### config.mk
export PLATFORM = sky130hd
export DESIGN_NAME = tatan_div
export DESIGN_NICKNAME = d
export VERILOG_FILES = /design/src/tatan_pkg.sv /design/src/tatan_div.sv
export VERILOG_INCLUDE_DIRS = /design/src /design/src/src
export SDC_FILE = /design/constraint.sdc
export NUM_CORES = 1
export LEC_CHECK = 0
export BUFFER_PORTS_ARGS = -buffer_cell sky130_fd_sc_hd__buf_4
export CORE_ASPECT_RATIO = 1.2
export CORE_MARGIN = 4
export CORE_UTILIZATION = 55
export DETAILED_ROUTE_END_ITERATION = 10
export PLACE_DENSITY = 0.69
export SLEW_MARGIN = 10
export SYNTH_ARGS = -nofsm -noshare
export SYNTH_HDL_FRONTEND = slang
export SYNTH_SLANG_ARGS = --single-unit
### constraint.sdc
create_clock -name clock -period 7.2 [get_ports clock]
set_clock_uncertainty 0.05 [all_clocks]
set_input_delay 1.08 -clock clock [delete_from_list [all_inputs] [get_ports clock]]
set_output_delay 1.08 -clock clock [all_outputs]
set_load 0.03 [all_outputs]
### src/assert_macros.svh
// Assertion macros shared by the table_atan2_angle RTL.
`ifndef ASSERT_MACROS_SVH
`define ASSERT_MACROS_SVH

`ifndef SYNTH

// Property must hold at every clock edge outside reset.
`define ASSERT_CLK(label, clk, rst, prop, msg) \
   label: assert property (@(posedge clk) disable iff (rst) prop) \
      else $error(msg);

// Condition must never be seen at a clock edge outside reset.
`define ASSERT_NEVER(label, clk, rst, cond, msg) \
   label: assert property (@(posedge clk) disable iff (rst) !(cond)) \
      else $error(msg);

`else

`define ASSERT_CLK(label, clk, rst, prop, msg)
`define ASSERT_NEVER(label, clk, rst, cond, msg)

`endif

`endif

### src/tatan_pkg.sv
// Package with types, constants and the atan table function of the angle block.
`timescale 1ns / 1ps

package tatan_pkg;

   // Default table size and field widths
   localparam int TABLE_DEPTH_DEF = 1024;
   localparam int COORD_W         = 16;
   localparam int MAG_W           = COORD_W + 1;
   localparam int ATAN_W          = 13;
   localparam int HALF_W          = 15;
   localparam int FULL_W          = 16;
   localparam int ANG_W           = 18;

   // Angles in Q13 radians, real value rounded to nearest
   localparam logic signed [ANG_W-1:0] HALF_PI_Q13 = 18'sd12868;
   localparam logic signed [ANG_W-1:0] PI_Q13      = 18'sd25736;
   localparam logic signed [ANG_W-1:0] TWO_PI_Q13  = 18'sd51472;

   // One radian in Q13
   localparam real ATAN_ONE = 8192.0;

   typedef struct packed {
      logic signed [COORD_W-1:0] x_coord;
      logic signed [COORD_W-1:0] y_coord;
   } tatan_req_type;

   typedef struct packed {
      logic signed [HALF_W-1:0] half_angle;
      logic        [FULL_W-1:0] full_angle;
      logic                     both_zero;
   } tatan_rsp_type;

   // Octant information that rides along with the index
   typedef struct packed {
      logic xneg;
      logic yneg;
      logic swap;
      logic zero;
   } tatan_side_type;

   // atan of a ratio in [0,1], Q13, rounded to nearest; elaboration only
   function automatic logic [ATAN_W-1:0] tatan_atan_q13(input real ratio);
      real ang;
      ang = $atan(ratio) * ATAN_ONE;
      return ATAN_W'($rtoi(ang + 0.5));
   endfunction

endpackage

### src/tatan_div.sv
// Pipelined restoring divider: one quotient bit per stage, gives the table index.
`timescale 1ns / 1ps
`include "assert_macros.svh"

module tatan_div
   import tatan_pkg::*;
#(
   parameter int  Depth = TABLE_DEPTH_DEF,
   localparam int IdxW  = $clog2(Depth),
   localparam int NumW  = IdxW + MAG_W
) (
   input  logic            clock,
   input  logic            reset,
   input  logic            in_vld,
   input  logic [NumW-1:0] in_num,
   input  logic [MAG_W-1:0] in_den,
   input  tatan_side_type  in_side,
   output logic            en_in,
   input  logic            en_out,
   output logic            out_vld,
   output logic [IdxW-1:0] out_q,
   output tatan_side_type  out_side
);

   localparam logic [IdxW-1:0] DEPTH_M1 = IdxW'(Depth - 1);

   logic                    vld_ff  [IdxW];
   logic                    vld_in  [IdxW];
   logic [NumW-1:0]         rem_ff  [IdxW];
   logic [NumW-1:0]         rem_in  [IdxW];
   logic [MAG_W-1:0]        den_ff  [IdxW];
   logic [MAG_W-1:0]        den_in  [IdxW];
   logic [IdxW-1:0]         q_ff    [IdxW];
   logic [IdxW-1:0]         q_in    [IdxW];
   tatan_side_type          side_ff [IdxW];
   tatan_side_type          side_in [IdxW];
   logic [IdxW:0]           en_chain;

   // A stage advances when it is empty or its successor advances
   always_comb begin
      en_chain[IdxW] = en_out;
      for (int k = IdxW - 1; k >= 0; k--) begin
         en_chain[k] = !vld_ff[k] || en_chain[k+1];
      end
   end

   assign en_in = en_chain[0];

   for (genvar k = 0; k < IdxW; k++) begin : g_stage
      localparam int Bit = IdxW - 1 - k;

      logic                 vld_prev;
      logic [NumW-1:0]      rem_prev;
      logic [MAG_W-1:0]     den_prev;
      logic [IdxW-1:0]      q_prev;
      tatan_side_type       side_prev;
      logic [NumW-1:0]      trial;
      logic                 fits;

      if (k == 0) begin : g_first
         assign vld_prev  = in_vld;
         assign rem_prev  = in_num;
         assign den_prev  = in_den;
         assign q_prev    = '0;
         assign side_prev = in_side;
      end else begin : g_next
         assign vld_prev  = vld_ff[k-1];
         assign rem_prev  = rem_ff[k-1];
         assign den_prev  = den_ff[k-1];
         assign q_prev    = q_ff[k-1];
         assign side_prev = side_ff[k-1];
      end

      // Try the shifted divisor and keep the remainder if it fits
      assign trial      = NumW'(den_prev) << Bit;
      assign fits       = rem_prev >= trial;
      assign rem_in[k]  = fits ? rem_prev - trial : rem_prev;
      assign q_in[k]    = q_prev | (IdxW'(fits) << Bit);
      assign den_in[k]  = den_prev;
      assign side_in[k] = side_prev;
      assign vld_in[k]  = en_chain[k] ? vld_prev : vld_ff[k];

      always_ff @(posedge clock) begin
         if (reset) begin
            vld_ff[k] <= 1'b0;
         end else begin
            vld_ff[k] <= vld_in[k];
         end
      end

      always_ff @(posedge clock) begin
         if (en_chain[k]) begin
            rem_ff[k]  <= rem_in[k];
            den_ff[k]  <= den_in[k];
            q_ff[k]    <= q_in[k];
            side_ff[k] <= side_in[k];
         end
      end
   end

   assign out_vld  = vld_ff[IdxW-1];
   assign out_q    = q_ff[IdxW-1];
   assign out_side = side_ff[IdxW-1];

   `ASSERT_CLK(a_q_in_range, clock, reset, out_vld |-> out_q <= DEPTH_M1, "index beyond table")
   `ASSERT_CLK(a_out_hold, clock, reset, out_vld && !en_out |=> out_vld && $stable(out_q), "stalled index moved")
   `ASSERT_NEVER(a_den_zero, clock, reset, in_vld && en_chain[0] && in_den == '0, "zero divisor entered")

endmodule

* Word level (Yosys, flattened, before mapping)
Memories as Yosys holds them, arrays and structs flattened.
Index checks and enable logic that the tools add are counted.
** Storage, ports and cells
- Register bits after elaboration :: 0
- Bits in writable memories :: 590
- Word-level logic and storage cells :: 117
- Memories kept :: 5
** Memories
- rem_ff :: words 10, width 27, rd ports 9, clocked after Yosys merged registers in 0, write ports 10, RTL line tatan_div.sv:29 : logic [NumW-1:0] rem_ff [IdxW];
- den_ff :: words 10, width 17, rd ports 9, clocked after Yosys merged registers in 0, write ports 10, RTL line tatan_div.sv:31 : logic [MAG_W-1:0] den_ff [IdxW];
- q_ff :: words 10, width 10, rd ports 10, clocked after Yosys merged registers in 0, write ports 10, RTL line tatan_div.sv:33 : logic [IdxW-1:0] q_ff [IdxW];
- side_ff :: words 10, width 4, rd ports 10, clocked after Yosys merged registers in 0, write ports 10, RTL line tatan_div.sv:35 : tatan_side_type side_ff [IdxW];
- vld_ff :: words 10, width 1, rd ports 10, clocked after Yosys merged registers in 0, write ports 10, RTL line tatan_div.sv:27 : logic vld_ff [IdxW];
** Operators by class
- Add/subtract/negate cells :: 10
- Bitwise logic cells :: 19
- Reduce and logical (&&, ||, !) cells :: 20
- Muxes and demuxes :: 53
- Magnitude comparators :: 10
** Operators with widths (number)
- two-way mux 27 bit :: 10
- two-way mux 1 bit :: 43
- greater-or-equal comparator 27 x 17 -> 1 bit :: 1
- greater-or-equal comparator 27 x 18 -> 1 bit :: 1
- greater-or-equal comparator 27 x 19 -> 1 bit :: 1
- greater-or-equal comparator 27 x 20 -> 1 bit :: 1
- greater-or-equal comparator 27 x 21 -> 1 bit :: 1
- greater-or-equal comparator 27 x 22 -> 1 bit :: 1
- greater-or-equal comparator 27 x 23 -> 1 bit :: 1
- greater-or-equal comparator 27 x 24 -> 1 bit :: 1
- greater-or-equal comparator 27 x 25 -> 1 bit :: 1
- greater-or-equal comparator 27 x 26 -> 1 bit :: 1
- subtractor 27 x 17 -> 27 bit :: 1
- subtractor 27 x 18 -> 27 bit :: 1
- subtractor 27 x 19 -> 27 bit :: 1
- subtractor 27 x 20 -> 27 bit :: 1
- subtractor 27 x 21 -> 27 bit :: 1
- subtractor 27 x 22 -> 27 bit :: 1
- subtractor 27 x 23 -> 27 bit :: 1
- subtractor 27 x 24 -> 27 bit :: 1
- subtractor 27 x 25 -> 27 bit :: 1
- subtractor 27 x 26 -> 27 bit :: 1
- logical NOT 1 bit :: 10
- logical OR 1 bit :: 10
- 10 further kinds :: 19

* Longest topological paths before layout
Gate-level depths: netlist (run 1).
An unclocked memory read counts as a cell.
- Depth in word-level cells :: 14
- Mapped depth :: 13
- Gate-level depth less buffers :: 12

* Least setup slack after synthesis (run 1)
Ideal clock, no wire load.
- Path kind :: input to output
- From :: input en_out
- To :: output en_in
- Path slack :: 0.541 ns
- Path buffers :: 1
- Arrival time :: 5.529 ns
- Stages :: 7
- Required time :: 6.070 ns
- Cell sequence :: nor2b_1 and2_1 and3_1 clkbuf_1 nand4_1 nor2_1 nand3_1
** On the way
- Cells in the longest elaborated chain, start to end :: 10
** RTL lines
- start: declaration :: RTL line tatan_div.sv:19 : input logic en_out,
- logical OR 1 bit (7 in series) :: RTL line tatan_div.sv:43 : en_chain[k] = !vld_ff[k] || en_chain[k+1];
- via en_chain[3] :: RTL line tatan_div.sv:37 : logic [IdxW:0] en_chain;
- logical OR 1 bit (3 in series) :: RTL line tatan_div.sv:43
- end: declaration :: RTL line tatan_div.sv:18 : output logic en_in,
The timed path passes the listed nets, and every way through them passes these cells.

* Final worst setup path (run 1)
Ends and elaborated chain as after synthesis.

==> results of run 1 <==
metal layers:
metal  share of wire  wire length (um)  global-route usage
met2            0.56             27200               0.390
met4           0.067              3300               0.120
met3           0.031              1510              0.0265
met1            0.35             16900               0.185
met5               0                 0                   0
path summary, 6_finish.rpt:
| check | from | end | slack (ps) |
|---|---|---|---|
| max | en_out | en_in | 2650 |
| min | side_ff[2][2] | side_ff[3][2] | 360 |
| max reg2reg | rem_ff[2][21] | rem_ff[3][9] | 3610 |
| min reg2reg | side_ff[2][2] | side_ff[3][2] | 360 |
report_power, final:
part / switching, mW / internal (mW) / leakage [nW] / total (mW)
clock network: 1.03 / 1.38 / 0.756 / 2.41
registers: 0.404 / 4.21 / 5.17 / 4.61
logic: 2.32 / 1.92 / 5.73 / 4.24
total: 3.76 / 7.51 / 11.7 / 11.3
through the flow:
step / area [um^2] / total power [mW] / instances
after CTS: 28900 / 11.3 / 2985
after floorplan: 26100 / 7.88 / 2225
after global routing: 28900 / 12.0 / 2985
final: 28900 / 11.3 / 2985
after global placement: 27400 / 8.68 / 2893
after detailed placement: 27400 / 8.84 / 2893
Yosys cell counts (all sizes together), types with 5 or more instances:
cell type,instances,share of area
xor2,53,0.018
nor4,15,0.0038
ha,170,0.081
clkbuf,25,0.0036
buf,14,0.0039
nor2b,26,0.0062
mux2,39,0.017
nand2b,16,0.0038
nor4b,6,0.0020
or2,11,0.0026
a31oi,11,0.0026
a211oi,13,0.0039
nand4,21,0.0050
or4,6,0.0019
inv,220,0.032
a21o,59,0.017
a211o,6,0.0020
nand3b,5,0.0014
o31a,12,0.0040
nand4b,10,0.0034
o31ai,19,0.0058
o21a,24,0.0069
or3,16,0.0042
a21oi,173,0.033
edfxtp,491,0.56
o21bai,12,0.0034
nor2,175,0.025
nand3,42,0.0080
dfxtp,10,0.0077
and3,12,0.0029
nand2,151,0.022
o41ai,6,0.0030
and4,6,0.0021
o21ai,132,0.025
a2111oi,5,0.0026
nor3,44,0.0084
fa,9,0.0069
o211ai,14,0.0040
xnor2,96,0.032
layout by cell type (no fill, tap or decap), types with 59 or more instances in the layout:
cell        n
inv_1     215
a21o_1     59
o21ai_0   130
ha_1      170
a21oi_1   173
nand2_1   148
xnor2_1    96
buf_4      84
edfxtp_1  491
nor2_1    174
cells by family after synthesis:
family / after synthesis
flip-flops: 501
AO/OA/AOI/OAI: 523
multiplexers: 40
buffers and inverters: 259
XOR/XNOR: 149
adder cells (fa/ha/maj): 179
AND/OR/NAND/NOR: 574
cell type report:
| class | count | share of cell area |
|---|---|---|
| Sequential cell | 501 | 0.517 |
| Multi-Input combinational cell | 1465 | 0.352 |
| Clock buffer | 64 | 0.0462 |
| Inverter | 220 | 0.0286 |
| Tap cell | 623 | 0.0270 |
| Timing Repair Buffer | 84 | 0.0218 |
| Clock inverter | 28 | 0.00663 |
state kept, by name, indices dropped and copies added, names as in the netlist:
register and count:
side_ff 40, den_ff 153, q_ff 55, rem_ff 243, vld_ff 10
==> results.txt, run 1 <==
Post-synthesis xor/xnor area fraction -> 0.0500
Static leakage -> 11.7 nW
DR vias/cell -> 5.60
First-pass GRT wire length -> 80700 um
Layout area overhead -> 10.6%
Initial core utilization -> 0.556
Synth Area in Adders -> 0.0883
FF-to-FF path depth -> 9
Synth unique cells -> 83
CP Depth -> 10
GRT Util Overall -> 0.196
Hold_buf cts -> 0
FFs w/ async S/R, synth -> 0
Max incr delay on CP -> 400 ps
Max VDD drop -> 0.179 mV
Htree depth -> 2
WHS -> 362 ps
Layout fillers -> 3677
# DRC -> 0
Final nets -> 2553
First-pass DRT Iterations -> 5
Critical Path Most Common Cell -> buf_4
Mapped Area -> 26100 um^2
Final Core Density -> 0.614
Status -> finished, final reports clean
Predominant post-synthesis flop cell -> edfxtp_1
Synth Area in Compound Gates -> 0.127
Root Driver -> clkbuf_16
PwrDens -> 390 nW/um^2
Die area -> 51100 um^2
Setup CP Type -> primary input to primary output
Core Box Area -> 47000 um^2
Delay-heaviest family, CP -> simple AND/OR/NAND/NOR gates
Die H -> 247 um
Largest net degree at the start of global routing -> 58
Max-cap violation count -> 0
Critical path cell sequence -> buf_4, nor2b_1, and2_1, and3_1, nand4_1, buf_4, nor2_1, nand3_2, buf_4, buf_4
TNS Setup -> 0 ps
FF+latch area -> 14900 um^2
WL/cell -> 16.4 um
PortBufs -> 67
HP Class -> flip-flop to flip-flop
Relative slew slack -> 0.267
Share of cells above drive strength 1 -> 0.0986
Net Count, Synth -> 2456
Clk sinks -> 501
Crit path max fanout -> 54
Critical path arrival -> 3420 ps
PostCTS Resize Cnt -> 0
DRT antenna net count -> 0
DP HPWL -> 37700 um
Post-Synth Simple-Gate Area -> 0.107
Hold Fails Final Rpt -> 0
Final setup fails -> 0
Tcrit/Tclk final -> 0.632
Largest family of logic cells by synthesized area -> compound AO/OA/AOI/OAI gates
Seq cells post-synth -> 501
CP Launch Type -> primary input
Number of flops mapped to enable cells by yosys -> 491
DR vias -> 16700
IO Pins -> 68
Total CTS buffers -> 50
CTS tree -> built
Sequential fraction of the synthesis area -> 0.572
Worst Path Buf+Inv -> 4
Postcts setup bufs -> 0
Vias in the first global route -> 17300
CP Capture Type -> primary output
Fin crit period -> 4550 ps
Post-synthesis mux area share -> 0.0172
Routed Wire Length -> 48900 um
RSZ-0062 raised after global routing -> no
# rows -> 87
Fmax -> 220 MHz
Clock slew at reported path FFs -> 60 ps
Worst Tran Pin Value -> 1100 ps
Avg Synthesized Cell Area -> 11.7 um^2
Antenna violations before repair -> 0
Post-route worst setup slack -> 2650 ps
GPL Wtd Cong -> 0.974
Cells after synthesis -> 2225
1st-iter DRT viols -> 764
Worst-Skew Late Latency -> 580 ps
Synth Warn # -> 0
Req. time, crit path -> 6070 ps
Global route overflow -> 0
Deepest clock path buffer count -> 3
Horiz. Die Dim -> 207 um
WHS Path Cells -> 0
Max Transition Viols Final -> 0
CP max stage cell -> nor2_1
Multi-input logic area -> 10200 um^2
Ant diodes -> 0
Place WS -> 2610 ps
Note: power is estimated with default switching activity, not from simulation.
==> run 2: changes to the inputs <==
--- a/config.mk
+++ b/config.mk
@@ -11,7 +11,7 @@
 export CORE_MARGIN = 4
 export CORE_UTILIZATION = 55
 export DETAILED_ROUTE_END_ITERATION = 10
-export PLACE_DENSITY = 0.69
+export PLACE_DENSITY = 0.71
 export SLEW_MARGIN = 10
 export SYNTH_ARGS = -nofsm -noshare
 export SYNTH_HDL_FRONTEND = slang
==> constraint.sdc (replaced) <==
create_clock -name clock -period 4.06 [get_ports clock]
set_clock_uncertainty 0.05 [all_clocks]
set_input_delay 0.609 -clock clock [delete_from_list [all_inputs] [get_ports clock]]
set_output_delay 0.609 -clock clock [all_outputs]
set_load 0.03 [all_outputs]
==> results.txt, run 2 (synthesized netlist as in run 1, its figures left out) <==
Final Cell Area -> 29000 um^2 (+0.41%)
CTS tree -> built
First-pass GRT wire length -> 84600 um (+4.8%)
Horiz. Die Dim -> 207 um (unchanged)
RSZ-0062 raised after global routing -> no
Crit path max fanout -> 3 (-94%)
# rows -> 87 (unchanged)
Most frequent cells in the layout -> 491 x edfxtp_1, 215 x inv_1, 174 x nor2_1, 173 x a21oi_1, 170 x ha_1
Root Driver -> clkbuf_16
IO Pins -> 68 (unchanged)
Tcrit/Tclk final -> 0.859
Max-cap violation count -> 0 (unchanged)
Critical path arrival -> 3770 ps (+350 ps)
Initial core utilization -> 0.556 (unchanged)
Vias in the first global route -> 17500 (+0.96%)
Setup CP Type -> flip-flop to flip-flop
Final Core Density -> 0.617 (+0.00250)
Req. time, crit path -> 4340 ps (-1730 ps)
Total power -> 20.1 mW (+78%)
CP Capture Type -> flip-flop
Max incr delay on CP -> 450 ps (+50 ps)
Status -> finished, final reports clean
GPL Wtd Cong -> 0.931 (-4.4%)
TNS Setup -> 0 ps (unchanged)
Die area -> 51100 um^2 (unchanged)
DR vias -> 16700 (+0.090%)
Htree depth -> 2 (unchanged)
WHS -> 169 ps (-193 ps)
Fin crit period -> 3490 ps
PostCTS Resize Cnt -> 0 (unchanged)
First-pass DRT Iterations -> 5 (unchanged)
Share of cells above drive strength 1 -> 0.105 (+0.00624)
Max VDD drop -> 0.322 mV (+80%)
Routed Wire Length -> 52700 um (+7.8%)
Cell Area, Placed -> 27500 um^2 (+0.57%)
Post-route worst setup slack -> 571 ps (-2080 ps)
Worst-Skew Late Latency -> 570 ps (about the same)
Largest net degree at the start of global routing -> 58 (unchanged)
CP Launch Type -> flip-flop
Biggest regs -> rem_ff (243), den_ff (153), q_ff (55)
WL/cell -> 17.6 um (+7.4%)
GRT Util Overall -> 0.208 (+0.0125)
Global route overflow -> 0 (unchanged)
Deepest clock path buffer count -> 3 (unchanged)
Layout fillers -> 3717 (+1.1%)
PwrDens -> 693 nW/um^2 (+78%)
Critical path cell sequence -> inv_1, ha_1, inv_1, fa_1, a21o_1, a221oi_1, o21ai_0, o2111ai_1, a21boi_0, o21ai_0, nand3_1, xnor2_1
Layout area overhead -> 11.0%
1st-iter DRT viols -> 711 (-6.9%)
DR vias/cell -> 5.58 (-0.31%)
Final setup fails -> 0 (unchanged)
Biggest register -> rem_ff
Static leakage -> 11.7 nW (+0.49%)
PortBufs -> 67 (unchanged)
DP HPWL -> 41400 um (+9.9%)
Max reg flops -> 243 (unchanged)
Total CTS buffers -> 49 (-2.0%)
Max Transition Viols Final -> 0 (unchanged)
Ant diodes -> 0 (unchanged)
Hold Fails Final Rpt -> 0 (unchanged)
CP max stage cell -> a221oi_1
# DRC -> 0 (unchanged)
Relative slew slack -> 0.245 (-0.0211)
Die H -> 247 um (unchanged)
Clk sinks -> 501 (unchanged)
Fmax -> 287 MHz
Layout Cells excl Fill -> 2997 (+0.40%)
Clock slew at reported path FFs -> 60 ps (about the same)
Postcts setup bufs -> 0 (unchanged)
Final nets -> 2567 (+0.55%)
DP Cell Count -> 2908 (+0.52%)
Most common cell after layout, fill and taps aside -> edfxtp_1
Antenna violations before repair -> 0 (unchanged)
Core Box Area -> 47000 um^2 (unchanged)
HP Class -> primary input to flip-flop
Place WS -> 550 ps (-2060 ps)
Hold_buf cts -> 0 (unchanged)
DRT antenna net count -> 0 (unchanged)
Worst Tran Pin Value -> 1130 ps (+35.6 ps)
[run 2: final cells by class]
cell class / instances / area, um^2 / share of cell area
Clock buffer: 65 / 1320 / 0.0454
Sequential cell: 501 / 14900 / 0.515
Inverter: 220 / 826 / 0.0285
Multi-Input combinational cell: 1465 / 10200 / 0.351
Clock inverter: 24 / 173 / 0.00595
Tap cell: 623 / 779 / 0.0269
Timing Repair Buffer: 99 / 768 / 0.0265
[run 2: layer usage]
| metal | vias to the layer above | wire [um] | GRT usage |
|---|---|---|---|
| li1 | 8390 | - | - |
| met2 | 313 | 30400 | 0.430 |
| met3 | 155 | 1420 | 0.0287 |
| met5 | - | 0 | 0 |
| met4 | 0 | 3250 | 0.113 |
| met1 | 7877 | 17600 | 0.189 |
[run 2: worst paths after layout]
| kind | from | end | slack, ps | depth (start not counted) |
|---|---|---|---|---|
| worst max-delay path | rem_ff[4][4] | rem_ff[5][22] | 570 | 12 |
| worst min-delay path | in_side[1] | side_ff[0][1] | 170 | 1 |
| worst max register to register | rem_ff[4][4] | rem_ff[5][22] | 570 | 12 |
| worst min register to register | side_ff[6][3] | side_ff[7][3] | 360 | 0 |
[run 2: critical path, delay by kind of cell, from the launching register on]
kind	cells	cell delay, ps
buffers and inverters	2	140
AND/OR/NAND/NOR	1	130
XOR/XNOR	1	180
flip-flops	1	390
AO/OA/AOI/OAI	6	1790
adder cells (fa/ha/maj)	2	560
[run 2: report_power, final]
part	switching (mW)	total (mW)	internal, mW
Sequential	0.730	8.20	7.47
Clock	1.83	4.23	2.40
Combinational	4.19	7.66	3.47
